==> src/rtl/lot_pkg.sv <==
// Shared types and constants for the LRU order tracker.
// Depends on nothing; every other file of the block imports it.
package lot_pkg;

  localparam int SLOTS    = 16;
  localparam int ID_W     = 6;
  localparam int CNT_W    = $clog2(SLOTS + 1);
  localparam int RANK_W   = $clog2(SLOTS);
  localparam int KIND_W   = 2;
  localparam int STATUS_W = 3;
  localparam int LIMIT_W  = 5;
  localparam int PADDR_W  = 3;
  localparam int PDATA_W  = 32;

  typedef logic [ID_W-1:0]     id_t;
  typedef logic [CNT_W-1:0]    cnt_t;
  typedef logic [RANK_W-1:0]   rank_t;
  typedef logic [LIMIT_W-1:0]  limit_t;
  typedef logic [PADDR_W-1:0]  paddr_t;
  typedef logic [PDATA_W-1:0]  pdata_t;

  typedef enum logic [KIND_W-1:0] {
    KIND_OPEN  = 2'd0,
    KIND_CLOSE = 2'd1,
    KIND_USE   = 2'd2,
    KIND_QUERY = 2'd3
  } kind_t;

  typedef enum logic [STATUS_W-1:0] {
    ST_OK        = 3'd0,
    ST_NOT_FOUND = 3'd1,
    ST_DUPLICATE = 3'd2,
    ST_FULL      = 3'd3,
    ST_BAD_RANK  = 3'd4
  } status_t;

  // Register word index of open_limit (byte address 4 * index).
  localparam logic [0:0] REG_OPEN_LIMIT = 1'b0;
  localparam limit_t     OPEN_LIMIT_RST = 5'd16;

  // Per-cell control broadcast from the top level.
  typedef struct packed {
    logic occ;     // cell holds a live entry
    logic remove;  // a removal is under way; cells at or past the hit shift left
    logic load;    // cell takes the event's id
  } cell_ctl_t;

endpackage

==> src/rtl/lot_if.sv <==
// Handshake channels of the LRU order tracker: event input and result output.
// Depends on lot_pkg.
interface lot_event_if;
  import lot_pkg::*;
  logic          valid;
  logic          ready;
  kind_t         kind;
  id_t           entry_id;
  rank_t         rank;
  modport source (output valid, kind, entry_id, rank, input ready);
  modport sink   (input valid, kind, entry_id, rank, output ready);
endinterface

interface lot_result_if;
  import lot_pkg::*;
  logic          valid;
  logic          ready;
  status_t       status;
  id_t           found_id;
  logic          found_valid;
  cnt_t          used_count;
  cnt_t          room_left;
  logic          at_limit;
  modport source (output valid, status, found_id, found_valid, used_count, room_left,
                  at_limit, input ready);
  modport sink   (input valid, status, found_id, found_valid, used_count, room_left,
                  at_limit, output ready);
endinterface

==> src/rtl/lot_cell.sv <==
// One slot of the ordered id list: compares its id, passes the match flag on
// and shifts in its right neighbor's id on removal. Depends on lot_pkg.
module lot_cell (
  input  logic               clk,
  input  logic               accept,
  input  lot_pkg::id_t       key,
  input  lot_pkg::cell_ctl_t ctl,
  input  logic               seen_in,
  output logic               seen_out,
  input  lot_pkg::id_t       id_right,
  output lot_pkg::id_t       id,
  output lot_pkg::id_t       id_next
);
  import lot_pkg::*;

  logic hit;

  assign hit      = ctl.occ && (id == key);
  assign seen_out = seen_in || hit;

  // The tail load wins over the shift, so a used id lands at the newest end.
  always_comb begin
    priority if (ctl.load) begin
      id_next = key;
    end else if (ctl.remove && seen_out) begin
      id_next = id_right;
    end else begin
      id_next = id;
    end
  end

  always_ff @(posedge clk) begin
    if (accept) begin
      id <= id_next;
    end
  end

endmodule

==> src/rtl/lot_cfg.sv <==
// APB-style register port holding open_limit.
// Depends on lot_pkg.
module lot_cfg (
  input  logic             clk,
  input  logic             rst,
  input  logic             psel,
  input  logic             penable,
  input  logic             pwrite,
  input  lot_pkg::paddr_t  paddr,
  input  lot_pkg::pdata_t  pwdata,
  output lot_pkg::pdata_t  prdata,
  output logic             pready,
  output lot_pkg::limit_t  open_limit
);
  import lot_pkg::*;

  logic hit;

  assign pready = 1'b1;
  assign hit    = (paddr[PADDR_W-1:2] == REG_OPEN_LIMIT);

  always_ff @(posedge clk) begin
    if (rst) begin
      open_limit <= OPEN_LIMIT_RST;
    end else if (psel && penable && pwrite && hit) begin
      open_limit <= pwdata[LIMIT_W-1:0];
    end
  end

  assign prdata = hit ? {{(PDATA_W-LIMIT_W){1'b0}}, open_limit} : '0;

endmodule

==> src/rtl/lru_order_tracker.sv <==
// Top level of the LRU order tracker: a chain of id cells, the register port
// and the result register. Depends on lot_pkg, lot_if, lot_cell and lot_cfg.
//
// Usage: events arrive as beats on the evt channel (kind, entry_id, rank) and
// each event yields exactly one beat on the res channel (status, found_id,
// found_valid, used_count, room_left, at_limit). The list lives in a row of
// cells, oldest entry in cell 0. Each cell compares its id against the event's
// id and passes a "match seen" flag to its right neighbor; on close or use,
// every cell at or past the match takes its right neighbor's id, and the tail
// cell takes the id when it is appended. The whole update finishes in the cycle
// the event beat is taken.
// The result beat is registered and appears in the cycle after the event beat is taken.
// Throughput: one event per cycle while the receiver keeps taking results; the
// compare-and-shift chain through all cells is combinational, which sets that figure.
// Stalls: the result waits in the output register while res.ready is low, and
// evt.ready stays low until that result leaves, so nothing is dropped.
// Reset (synchronous, active high) empties the list and sets open_limit to 16.
// open_limit is to be written through the APB-style port only while no event is in
// flight, which the block does not enforce; it only changes room_left and at_limit.
module lru_order_tracker (
  input  logic              clk,
  input  logic              rst,
  lot_event_if.sink         evt,
  lot_result_if.source      res,
  input  logic              psel,
  input  logic              penable,
  input  logic              pwrite,
  input  lot_pkg::paddr_t   paddr,
  input  lot_pkg::pdata_t   pwdata,
  output lot_pkg::pdata_t   prdata,
  output logic              pready
);
  import lot_pkg::*;

  limit_t    open_limit;
  cnt_t      held_count;
  cnt_t      held_next;
  logic      accept;
  logic      found;
  logic      is_open;
  logic      is_close;
  logic      is_use;
  logic      open_ok;
  logic      remove;
  status_t   status_next;
  id_t       found_id_next;
  logic      found_valid_next;
  cnt_t      room_next;

  logic      seen  [SLOTS+1];
  id_t       ids   [SLOTS];
  id_t       ids_nx[SLOTS];
  id_t       right [SLOTS];
  cell_ctl_t ctl   [SLOTS];

  lot_cfg u_cfg (
    .clk        (clk),
    .rst        (rst),
    .psel       (psel),
    .penable    (penable),
    .pwrite     (pwrite),
    .paddr      (paddr),
    .pwdata     (pwdata),
    .prdata     (prdata),
    .pready     (pready),
    .open_limit (open_limit)
  );

  // A new event is taken whenever the result register is empty or draining,
  // and never while reset is held.
  assign evt.ready = !rst && (!res.valid || res.ready);
  assign accept    = evt.valid && evt.ready;

  assign is_open  = (evt.kind == KIND_OPEN);
  assign is_close = (evt.kind == KIND_CLOSE);
  assign is_use   = (evt.kind == KIND_USE);

  // The match flag ripples through the chain; its last value says the id is held.
  assign seen[0] = 1'b0;
  assign found   = seen[SLOTS];
  assign open_ok = is_open && !found && (held_count < CNT_W'(SLOTS));
  assign remove  = (is_close || is_use) && found;

  genvar gi;
  generate
    for (gi = 0; gi < SLOTS; gi++) begin : g_cell
      logic occ;
      logic tail;
      logic free;
      assign occ  = (CNT_W'(gi) < held_count);
      assign tail = (CNT_W'(gi + 1) == held_count);
      assign free = (CNT_W'(gi) == held_count);
      // A used id lands in the last live cell, since the list shrinks by one first.
      assign ctl[gi] = '{occ:    occ,
                         remove: remove,
                         load:   (open_ok && free) || (remove && is_use && tail)};

      if (gi == SLOTS - 1) begin : g_last
        assign right[gi] = '0;
      end else begin : g_mid
        assign right[gi] = ids[gi+1];
      end

      lot_cell u_cell (
        .clk      (clk),
        .accept   (accept),
        .key      (evt.entry_id),
        .ctl      (ctl[gi]),
        .seen_in  (seen[gi]),
        .seen_out (seen[gi+1]),
        .id_right (right[gi]),
        .id       (ids[gi]),
        .id_next  (ids_nx[gi])
      );
    end
  endgenerate

  // Count, status and reported id for the event under way.
  always_comb begin
    held_next        = held_count;
    status_next      = ST_OK;
    found_id_next    = '0;
    found_valid_next = 1'b0;
    unique case (evt.kind)
      KIND_OPEN: begin
        if (found) begin
          status_next = ST_DUPLICATE;
        end else if (!open_ok) begin
          status_next = ST_FULL;
        end else begin
          held_next = held_count + CNT_W'(1);
        end
      end
      KIND_CLOSE: begin
        if (!found) begin
          status_next = ST_NOT_FOUND;
        end else begin
          held_next = held_count - CNT_W'(1);
        end
      end
      KIND_USE: begin
        if (!found) begin
          status_next = ST_NOT_FOUND;
        end
      end
      KIND_QUERY: begin
        if (CNT_W'(evt.rank) < held_count) begin
          found_id_next    = ids[evt.rank];
          found_valid_next = 1'b1;
        end else begin
          status_next = ST_BAD_RANK;
        end
      end
      default: begin
        status_next = ST_OK;
      end
    endcase
    if (evt.kind != KIND_QUERY && held_next != '0) begin
      found_id_next    = ids_nx[0];
      found_valid_next = 1'b1;
    end
  end

  assign room_next = (CNT_W'(open_limit) > held_next) ?
                     CNT_W'(open_limit) - held_next : '0;

  always_ff @(posedge clk) begin
    if (rst) begin
      held_count <= '0;
      res.valid  <= 1'b0;
    end else begin
      if (accept) begin
        held_count <= held_next;
        res.valid  <= 1'b1;
      end else if (res.ready) begin
        res.valid  <= 1'b0;
      end
    end
  end

  always_ff @(posedge clk) begin
    if (accept) begin
      res.status      <= status_next;
      res.found_id    <= found_id_next;
      res.found_valid <= found_valid_next;
      res.used_count  <= held_next;
      res.room_left   <= room_next;
      res.at_limit    <= (held_next >= CNT_W'(open_limit));
    end
  end

endmodule
==> src/flat_wrapper.sv <==
// flat-port wrapper written by rule: the top's interface ports become plain ports
module lru_order_tracker_flat import lot_pkg::*;
  (clk, rst, psel, penable, pwrite, paddr, pwdata, prdata, pready, evt_valid, evt_kind, evt_entry_id, evt_rank, evt_ready, res_valid, res_status, res_found_id, res_found_valid, res_used_count, res_room_left, res_at_limit, res_ready);
  lot_event_if evt_i ();
  lot_result_if res_i ();
  input  logic clk;
  input  logic rst;
  input  logic psel;
  input  logic penable;
  input  logic pwrite;
  input  lot_pkg::paddr_t paddr;
  input  lot_pkg::pdata_t pwdata;
  output lot_pkg::pdata_t prdata;
  output logic pready;
  input wire logic [$bits(evt_i.valid)-1:0] evt_valid;
  input wire logic [$bits(evt_i.kind)-1:0] evt_kind;
  input wire logic [$bits(evt_i.entry_id)-1:0] evt_entry_id;
  input wire logic [$bits(evt_i.rank)-1:0] evt_rank;
  output wire logic [$bits(evt_i.ready)-1:0] evt_ready;
  output wire logic [$bits(res_i.valid)-1:0] res_valid;
  output wire logic [$bits(res_i.status)-1:0] res_status;
  output wire logic [$bits(res_i.found_id)-1:0] res_found_id;
  output wire logic [$bits(res_i.found_valid)-1:0] res_found_valid;
  output wire logic [$bits(res_i.used_count)-1:0] res_used_count;
  output wire logic [$bits(res_i.room_left)-1:0] res_room_left;
  output wire logic [$bits(res_i.at_limit)-1:0] res_at_limit;
  input wire logic [$bits(res_i.ready)-1:0] res_ready;
  assign evt_i.valid = evt_valid;
  assign evt_i.kind = evt_kind;
  assign evt_i.entry_id = evt_entry_id;
  assign evt_i.rank = evt_rank;
  assign evt_ready = evt_i.ready;
  assign res_valid = res_i.valid;
  assign res_status = res_i.status;
  assign res_found_id = res_i.found_id;
  assign res_found_valid = res_i.found_valid;
  assign res_used_count = res_i.used_count;
  assign res_room_left = res_i.room_left;
  assign res_at_limit = res_i.at_limit;
  assign res_i.ready = res_ready;
  lru_order_tracker u_core (.clk(clk), .rst(rst), .evt(evt_i), .res(res_i), .psel(psel), .penable(penable), .pwrite(pwrite), .paddr(paddr), .pwdata(pwdata), .prdata(prdata), .pready(pready));
endmodule
==> config.mk <==
export PLATFORM = sky130hd
export DESIGN_NAME = lru_order_tracker_flat
export DESIGN_NICKNAME = d
export VERILOG_FILES = /design/src/rtl/lot_pkg.sv /design/src/rtl/lot_if.sv /design/src/rtl/lot_cell.sv /design/src/rtl/lot_cfg.sv /design/src/rtl/lru_order_tracker.sv /design/src/flat_wrapper.sv
export SDC_FILE = /design/constraint.sdc
export NUM_CORES = 1
export LEC_CHECK = 0
export ABC_AREA = 1
export ABC_CLOCK_PERIOD_IN_PS = 6500
export BUFFER_PORTS_ARGS = -buffer_cell sky130_fd_sc_hd__buf_2
export CAP_MARGIN = 15
export CORE_MARGIN = 4
export CORE_UTILIZATION = 55
export DETAILED_ROUTE_END_ITERATION = 10
export GPL_ROUTABILITY_DRIVEN = 0
export GPL_TIMING_DRIVEN = 0
export PLACE_DENSITY = 0.82
export RECOVER_POWER = 100
export SYNTH_ARGS = -nofsm -noshare
export SYNTH_HDL_FRONTEND = slang
export SYNTH_SLANG_ARGS = --single-unit
==> constraint.sdc <==
create_clock -name clk -period 6.5 [get_ports clk]
set_input_delay 1.3 -clock clk [delete_from_list [all_inputs] [get_ports clk]]
set_output_delay 1.3 -clock clk [all_outputs]
set_load 0.005 [all_outputs]
# Word level (Yosys, flattened, before mapping)
# Cells that the tools add are included.
# Widths: inputs -> output; s select.
# op_classes
add_sub_neg,3
n_lt_le_gt_ge,21
n_eq_ne,36
muxes,52
bitwise,2
n_reduce_logical,145
# op_table
op,count
$mux 6,37
$eq 6x6->1,16
$logic_and 1x1->1,74
$eq 4x5->1 const A,8
$lt 4x5->1 const A,8
$logic_or 1x1->1,33
$reduce_bool 2->1,16
$reduce_and 2->1,15
$bmux 6 s4,1
$eq 3x5->1 const A,4
$lt 3x5->1 const A,4
$mux 5,4
$eq 2x5->1 const A,2
$lt 1x5->1 const A,2
$lt 2x5->1 const A,2
$pmux 5 s2,1
$pmux 3 s3,1
$mux 3,2
$add 5x1->5 const B,1
$eq 1x5->1 const A,1
$eq 5x5->1 const A,1
$ge 5x5->1,1
$ge 5x5->1 const B,1
$gt 5x5->1,1
16 further kinds,23
# word_totals
reg_bits,128
inputBits,54

# Logic depth before layout (Yosys ltp)
# Gate-level depths: netlist of the first run.
# logic_depth
word_depth,26
depth_mapped,29

# By module
# A second synthesis of the first run with hierarchy kept.
# hier_totals
hier_cells,1837
area_unflattened_um2,11568.6
# modules_own_cells
mod,n_inst,cells_each,area_per_inst_um2,seq_area_each_um2
lot_cell,16,81,511.7,180.2
lru_order_tracker,1,465,2889.0,750.7
lot_cfg,1,76,491.7,100.1

# Worst setup path before layout of the first run
# OpenSTA, ideal clock, no wires.
# synth_path
path_kind,input-to-reg
start,input evt_entry_id[5]
end,register u_core.res.room_left[4] (data pin)
t_arrival_ns,4.290
t_required_ns,6.360
slack_ns,2.070
path_stages,28
n_path_buf,3
path_cell_list,buf_4 buf_4 nand2_1 nand2_1 nor2_1 nand3_2 nand4_4 nor2_4 nand4_2 nor2_2 nand4_2 nor2_4 nand4_4 nor2_2 buf_4 nand2_1 nand3_1 nand3_1 nand2_1 inv_1 ha_1 fa_1 nor2_1 o21ai_0 nand2_1 xor2_1 inv_1 nor2_1
# synth_via
elab_chain_len,24
word_cells_on_any_way,56
classes_between,add/sub (1); order compare (1); eq/ne (16); mux (4); reduce/logical (34)
# synth_lines
element,line,text
"start, declared",flat_wrapper.sv:17,input wire logic [$bits(evt_i.entry_id)-1:0] evt_entry_id;
$eq 6x6->1,lot_cell.sv:18,assign hit = ctl.occ && (id == key);
$logic_and 1x1->1,lot_cell.sv:18,
$logic_or 1x1->1 (14 in series),lot_cell.sv:19,assign seen_out = seen_in || hit;
$logic_or 1x1->1 *,lot_cell.sv:19,
$logic_not 1->1,lru_order_tracker.sv:81,assign open_ok = is_open && !found && (held_count < CNT_W'(SLOTS));
$logic_and 1x1->1 (2 in series),lru_order_tracker.sv:81,
$mux 5,lru_order_tracker.sv:128,end else if (!open_ok) begin
$mux 5,lru_order_tracker.sv:126,if (found) begin
$pmux 5 s2 *,lru_order_tracker.sv:124,unique case (evt.kind)
net u_core.held_next[0],lru_order_tracker.sv:37,cnt_t held_next;
$sub 5x5->5 / $gt 5x5->1 (equally long branches),"lru_order_tracker.sv:165, lru_order_tracker.sv:164",
"end signal, assigned",lru_order_tracker.sv:187,res.room_left <= room_next;
"end, declared",lot_if.sv:24,"modport source (output valid, status, found_id, found_valid, used_count, room_left,"
# The timed path passes the listed nets; every way through them passes the cells marked *.
# A chain may end at the register's enable or synchronous reset.

# Worst setup path after layout of the first run
# layout_path
start,input evt_entry_id[0]
end,"register u_core.g_cell[14].u_cell.id[2], enable pin"
# layout_via
elab_chain_len,24
word_cells_on_any_way,58
classes_between,eq/ne (16); reduce/logical (42)
# layout_lines
element,line,text
$eq 6x6->1,lot_cell.sv:18,
$logic_and 1x1->1,lot_cell.sv:18,
$logic_or 1x1->1 (15 in series),lot_cell.sv:19,
$logic_not 1->1,lru_order_tracker.sv:81,
$logic_and 1x1->1 (2 in series),lru_order_tracker.sv:81,
$logic_and 1x1->1,lru_order_tracker.sv:96,load: (open_ok && free) || (remove && is_use && tail)};
$logic_or 1x1->1,lru_order_tracker.sv:96,
$reduce_bool 2->1 (no line) *,n/a,
$reduce_and 2->1 (no line) *,n/a,
"end signal, assigned",lot_cell.sv:34,id <= id_next;
"end, declared",lot_cell.sv:11,"output lot_pkg::id_t id,"
# Mark *: on every way between the ends. The rest lies on a longest branch, timed or not.

==> key figures, run 1 <==
Outcome
  – Status: complete, but fails checks
  – Failing checks: max-capacitance violations, max-slew violations

Detailed routing
  – Vias: 9,347
  – Routed Antenna Nets: 0
  – Routed WL: 30,600 µm
  – # DRC: 0
  – 1st-pass router iterations: 6
  – Vias/cell: 6.00
  – Drt initial violations: 1,479
  – WL/cell: between 15 and 20 µm

Layout
  – Post-layout util: 0.620
  – Layout Area Growth over Synthesis: 9.99%
  – # diodes: 0
  – Layout Cells excl Fill: 1,558
  – Fill count: 1,538
  – Layout cell share with drive strength beyond 1: 0.106
  – Design area: between 10,000 and 15,000 µm²
  – Fin nets: 1,398

CTS
  – CTS tree: yes
  – Setup bufs post-CTS: 0
  – Clk slew on worst S/H paths: roughly 0.050 ns
  – Total clock sinks: 128
  – H-tree depth: 4
  – Root Driver: clkbuf_16
  – Hold buffers post-CTS: 0
  – Clock tree buffer depth: 2
  – Num CTS Buffers: 17
  – Post-CTS resize count: 0
  – Worst-Skew Late Latency: 0.43 ns

STA
  – Setup_tns: 0 ns
  – Period utilisation layout: 0.876
  – Slew HR: -0.300
  – Max Clock Freq: between 150 and 200 MHz
  – Hold Slack: 0.505 ns
  – Skew final: 0.00775 ns
  – Max-slew violations: 37
  – Hold Vio Cnt, Final: 0
  – Least-Margin Pin Slew: 1.95 ns
  – Final-report setup violation count: 0
  – Unrepaired setup endpoints after global routing: no
  – Final Critical Period: about 5.7 ns

Synthesis
  – FFs w/ async S/R, synth: 0
  – Syn Inst Count: 1,231
  – Post-synthesis register bit count: 128
  – Top cells by area, synth: edfxtp_1, nand2_1, inv_1
  – Synth area leader: edfxtp_1
  – Cell variety after synth: 50
  – Predominant post-synthesis flop cell: edfxtp_1
  – Warnings, synthesis: 0
  – Number of synthesized flops with an enable pin: between 100 and 150
  – Mean Syn Cell Area: ~7.7 µm²
  – Seq/Total Area, Yosys: 0.396
  – Yosys top cell area share: 0.373
  – Syn Std Cell Area: 9420 µm²

Power and ir drop
  – Cell-internal power: 1.60 mW
  – Seq pwr share: 0.423
  – Power Density: around 210 nW/µm²
  – Clock Power Share: 0.441
  – Switching Power: 0.572 mW
  – Switching share of power: 0.263
  – Gate power share: 0.136
  – Peak supply drop: 0.191 mV
  – Pleak: 4.52 nW

Floorplanning
  – CORE AREA: 16,700 µm²
  – Initial Util: 0.564
  – DIE AREA: 19,300 µm²
  – Die Wd: between 100 and 150 µm
  – Row count: 47
  – Die Ht: 139 µm
  – Ports: 110

Global routing
  – Initial antenna violation count: 0
  – First-pass GRT wire length: 46,400 µm
  – Overflow left after global routing: 0
  – Total track usage: 0.308
  – Vias in the first global route: 8,701
  – Largest net degree at the start of global routing: 37

Worst setup path
  – Number of buffers and inverters on the critical path: 9
  – CP required: 6.66 ns
  – Max FO, Critical Path: 10
  – Worst Path Arrival: 5.85 ns
  – Crit path kind: input pin to flip-flop
  – Worst R2R Setup Slack: 1.62 ns
  – Max stage delay on crit path: 0.69 ns
  – CP delay by family, top: simple AND/OR/NAND/NOR gates
  – Capturing point of the worst reg2reg path: u_core.g_cell[14].u_cell.id[2]$_DFFE_PP_
  – Reg2Reg Launch Point: u_core.held_count[1]$_SDFFE_PP0P_
  – R2R depth: 23
  – CP endpoint kind: flip-flop
  – Cell mode on critical path: nand2_1
  – Startpoint Class: input pin
  – Slowest CP cell: clkbuf_1

Worst hold path
  – Worst min path class: flip-flop to flip-flop
  – Min-delay src: u_core.u_cfg.open_limit[2]$_SDFFE_PP0P_
  – Hold path depth: 2
  – Hold Path End: u_core.u_cfg.open_limit[2]$_SDFFE_PP0P_

Flow run
  – Max cap viols: 1

Placed design
  – IO Port Bufs: 50
  – Post-Place Cells: 1,527
  – DP Wirelength: 22,400 µm
  – Post-placement cell area: 10,000 µm²
==> worst max-delay path by stage <==
| stage | cells past startpoint | slack [ns] | to | start |
|---|---|---|---|---|
| floorplan | 28 | 2.07 | u_core.res.room_left[4]$_SDFFCE_PP0P_ | evt_entry_id[5] |
| global placement | 27 | 0.98 | u_core.res.room_left[2]$_SDFFCE_PP0P_ | evt_entry_id[2] |
| detailed placement | 27 | 0.88 | u_core.res.room_left[2]$_SDFFCE_PP0P_ | evt_entry_id[3] |
| CTS | 27 | 1.28 | u_core.res.room_left[2]$_SDFFCE_PP0P_ | evt_entry_id[3] |
| global route | 27 | 0.39 | u_core.res.room_left[2]$_SDFFCE_PP0P_ | evt_entry_id[0] |
| finish | 25 | 0.81 | u_core.g_cell[14].u_cell.id[2]$_DFFE_PP_ | evt_entry_id[0] |
==> state kept, by name (all words and copies together) (netlist names) <==
signal,count
u_core.res.status,3
u_core.res.valid,1
u_core.res.used_count,5
u_core.res.at_limit,1
u_core.u_cfg.open_limit,5
u_core.res.found_id,6
u_core.res.room_left,5
u_core.held_count,5
u_core.res.found_valid,1
u_core.g_cell.u_cell.id,96
==> kinds of logic after synthesis <==
logic type	after synthesis	share of synthesized area
AO/OA/AOI/OAI	270	0.168
XOR/XNOR	39	0.0363
adder cells (fa/ha/maj)	18	0.0247
buffers and inverters	259	0.130
flip-flops	128	0.396
other	2	0.000797
AND/OR/NAND/NOR	515	0.244
==> cell type report <==
cell class	instances	area (µm²)	area share
plain buffers	94	541	0.0522
clock buffers	21	440	0.0425
clock inverters	10	139	0.0134
inverters	165	619	0.0598
multi-input cells	870	4390	0.424
flip-flops and latches	128	3730	0.360
well taps	220	275	0.0266
repair buffers	50	219	0.0211
==> Yosys cell counts (9+ instances only) <==
master / instances
xor2_1: 18
inv_2: 16
edfxtp_1: 117
ha_1: 17
nand2_1: 283
nand3_1: 73
nor3_1: 13
o21ai_1: 32
a21oi_1: 66
nand2_2: 9
dfxtp_1: 11
buf_2: 21
nand4_1: 23
xnor2_1: 21
o21ai_2: 35
buf_6: 11
o21ai_0: 102
inv_1: 146
buf_4: 37
nor2_1: 85
clkbuf_1: 19
==> per-layer routing <==
| metal | vias up | track usage | share of wire |
|---|---|---|---|
| met5 | - | 0 | 0 |
| met4 | 0 | 0.169 | 0.065 |
| met3 | 179 | 0.0855 | 0.13 |
| met2 | 729 | 0.485 | 0.45 |
| met1 | 4210 | 0.384 | 0.36 |
| li1 | 4229 | - | - |
==> layout by cell type, fill, tap and decap left out, types with 5 or more instances in the layout <==
cell type and instances:
buf_2 39, a22o_1 7, o21ai_2 5, buf_1 6, nor3_1 13, clkbuf_16 17, conb_1 28, nor2_1 86
nor4_1 5, o22ai_1 8, nand2_1 289, dfxtp_1 11, edfxtp_1 117, inv_1 152, a21oi_1 66, buf_4 37
o21ai_0 153, nand3_2 5, clkbuf_1 61, ha_1 17, inv_2 10, xnor2_1 21, nand4_1 27, nand3_1 73
xor2_1 18, o21ai_1 11
==> per-stage QoR <==
step	power, mW	worst slack, ns
floorplan	1.13	2.07
global placement	1.22	0.978
detailed placement	1.22	0.875
CTS	2.16	1.28
global route	2.23	0.388
finish	2.17	0.809
==> worst min-delay path, cell delays in order (launching register included) <==
cell     delay (ns)
dfxtp_1        0.31
inv_1          0.08
a21oi_1        0.06
==> power by group through the flow <==
stage,clock network (mW),logic [mW],registers (mW)
6_report,0.959,0.296,0.918
2_1_floorplan,0,0.193,0.934
3_3_place_gp,0,0.282,0.934
4_1_cts,0.956,0.291,0.918
5_1_grt,0.989,0.317,0.919
3_5_place_dp,0,0.288,0.935
Power figures use the tool's default switching activity.
==> inputs of run 2 (changes only) <==
Settings changed: RECOVER_POWER 100 to not set.
==> key figures, run 2 (synthesis results as in run 1) <==
Global routing
  – Initial antenna violation count: 0 (unchanged)
  – Overflow left after global routing: 0 (unchanged)
  – First-pass GRT wire length: 46,400 µm (unchanged)
  – Vias in the first global route: 8,701 (unchanged)
  – Total track usage: 0.308 (unchanged)
  – Largest net degree at the start of global routing: 37 (unchanged)

Worst setup path
  – Startpoint Class: input pin
  – CP delay by family, top: simple AND/OR/NAND/NOR gates
  – Max stage delay on crit path: 0.38 ns (-0.31 ns)
  – Crit path kind: input pin to flip-flop
  – Worst Path Arrival: 5.48 ns (-0.37 ns)
  – CP endpoint kind: flip-flop
  – Cell mode on critical path: nand2_1
  – Number of buffers and inverters on the critical path: 4 (-5)
  – CP required: 6.67 ns (about the same)
  – Slowest CP cell: o21ai_1
  – Max FO, Critical Path: 10 (unchanged)

Layout
  – Layout Area Growth over Synthesis: 12.8%
  – Fill count: 1,462 (-4.9%)
  – Max reg flops: 96 (unchanged)
  – Layout cell share with drive strength beyond 1: 0.171 (+0.0650)
  – Design area: 10,600 µm² (+2.5%)
  – Fin nets: 1,398 (unchanged)
  – Most flops, register: u_core.g_cell.u_cell.id
  – Layout Cells excl Fill: 1,558 (unchanged)
  – Post-layout util: 0.636 (+0.0157)
  – Most frequent cells in the layout: nand2_1, inv_1, edfxtp_1, o21ai_0, nor2_1
  – Commonest non-fill, non-tap cell in the layout: nand2_1
  – Top Registers: u_core.g_cell.u_cell.id: 96 flops, u_core.res.found_id: 6 flops
  – # diodes: 0 (unchanged)

Detailed routing
  – 1st-pass router iterations: 11 (+5)
  – Drt initial violations: 1,525 (+3.1%)
  – WL/cell: 19.6 µm (-0.45%)
  – # DRC: 0 (unchanged)
  – Vias: 9,281 (-0.71%)
  – Routed WL: 30,500 µm (-0.45%)
  – Routed Antenna Nets: 0 (unchanged)
  – Vias/cell: 5.96 (-0.71%)

Floorplanning
  – DIE AREA: 19,300 µm² (unchanged)
  – Initial Util: 0.564 (unchanged)
  – CORE AREA: 16,700 µm² (unchanged)
  – Ports: 110 (unchanged)
  – Row count: 47 (unchanged)
  – Die Ht: 139 µm (unchanged)
  – Die Wd: 139 µm (unchanged)

Power and ir drop
  – Power Density: 205 nW/µm² (-2.2%)
  – Clock Power Share: 0.440 (about the same)
  – Seq pwr share: 0.421 (-0.002)
  – Switching Power: 0.574 mW (+0.30%)
  – Cell-internal power: 1.61 mW (+0.30%)
  – Peak supply drop: 0.190 mV (-0.28%)
  – Gate power share: 0.139 (+0.003)
  – Pleak: 4.72 nW (+4.4%)
  – Switching share of power: 0.263 (about the same)
  – Post-route total power: 2.18 mW (+0.30%)

STA
  – Hold Slack: 0.506 ns (+0.00118 ns)
  – Hold Vio Cnt, Final: 0 (unchanged)
  – Final-report setup violation count: 0 (unchanged)
  – Final Critical Period: 5.31 ns (-0.381 ns)
  – Max-slew violations: 0 (-100%)
  – Least-Margin Pin Slew: 0.891 ns (-1.06 ns)
  – Setup_tns: 0 ns (unchanged)
  – Unrepaired setup endpoints after global routing: no
  – Max Clock Freq: 188 MHz (+7.2%)
  – Skew final: 0.00686 ns (-0.000894 ns)
  – Slew HR: 0.406 (+0.706)
  – Period utilisation layout: 0.817 (-0.0587)
  – PnR worst setup slack: 1.19 ns (+0.381 ns)

Flow run
  – Max cap viols: 0 (-1)

Placed design
  – IO Port Bufs: 50 (unchanged)
  – Setup WS pre-CTS: 0.875 ns (unchanged)
  – Post-Place Cells: 1,527 (unchanged)
  – Post-placement cell area: 10,000 µm² (unchanged)
  – DP Wirelength: 22,400 µm (unchanged)

CTS
  – CTS tree: yes
  – Post-CTS resize count: 0 (unchanged)
  – Total clock sinks: 128 (unchanged)
  – Worst-Skew Late Latency: 0.43 ns (about the same)
  – Num CTS Buffers: 17 (unchanged)
  – Setup bufs post-CTS: 0 (unchanged)
  – H-tree depth: 4 (unchanged)
  – Clock tree buffer depth: 2 (unchanged)
  – Root Driver: clkbuf_16
  – Hold buffers post-CTS: 0 (unchanged)
  – Clk slew on worst S/H paths: 0.06 ns (about the same)

Outcome
  – Status: complete, no violations

Worst hold path
  – Worst min path class: flip-flop to flip-flop
[run 2: worst paths after layout]
path / startpoint / endpoint / slack (ns) / cells past startpoint
hold reg to reg: u_core.u_cfg.open_limit[3]$_SDFFE_PP0P_ / u_core.u_cfg.open_limit[3]$_SDFFE_PP0P_ / 0.51 / 2
setup / recovery: evt_entry_id[2] / u_core.res.room_left[2]$_SDFFCE_PP0P_ / 1.19 / 27
setup reg to reg: u_core.held_count[1]$_SDFFE_PP0P_ / u_core.res.room_left[2]$_SDFFCE_PP0P_ / 1.86 / 23
hold / removal: u_core.u_cfg.open_limit[3]$_SDFFE_PP0P_ / u_core.u_cfg.open_limit[3]$_SDFFE_PP0P_ / 0.51 / 2
[run 2: power groups by stage]
| stage | Clock (mW) | Combinational (mW) | Sequential [mW] |
|---|---|---|---|
| after CTS | 0.956 | 0.291 | 0.918 |
| after global routing | 0.989 | 0.325 | 0.919 |
| after floorplan | 0 | 0.193 | 0.934 |
| after detailed placement | 0 | 0.288 | 0.935 |
| final | 0.959 | 0.304 | 0.918 |
| after global placement | 0 | 0.282 | 0.934 |
[run 2: per-layer routing]
| metal | GRT usage | part of all wire |
|---|---|---|
| met1 | 0.384 | 0.36 |
| met2 | 0.485 | 0.45 |
| met5 | 0 | 0 |
| met3 | 0.0855 | 0.13 |
| met4 | 0.169 | 0.066 |
[run 2: tightest hold or removal path, stage by stage, from the launching register on]
cell	delay [ns]
dfxtp_1	0.32
inv_1	0.08
a21oi_1	0.06
[run 2: cell type report]
| class | instances | area [µm²] | area share |
|---|---|---|---|
| multi-input cells | 870 | 4560 | 0.430 |
| flip-flops and latches | 128 | 3730 | 0.351 |
| inverters | 165 | 619 | 0.0583 |
| plain buffers | 94 | 603 | 0.0568 |
| clock buffers | 21 | 440 | 0.0415 |
| well taps | 220 | 275 | 0.0259 |
| repair buffers | 50 | 250 | 0.0236 |
| clock inverters | 10 | 139 | 0.0131 |
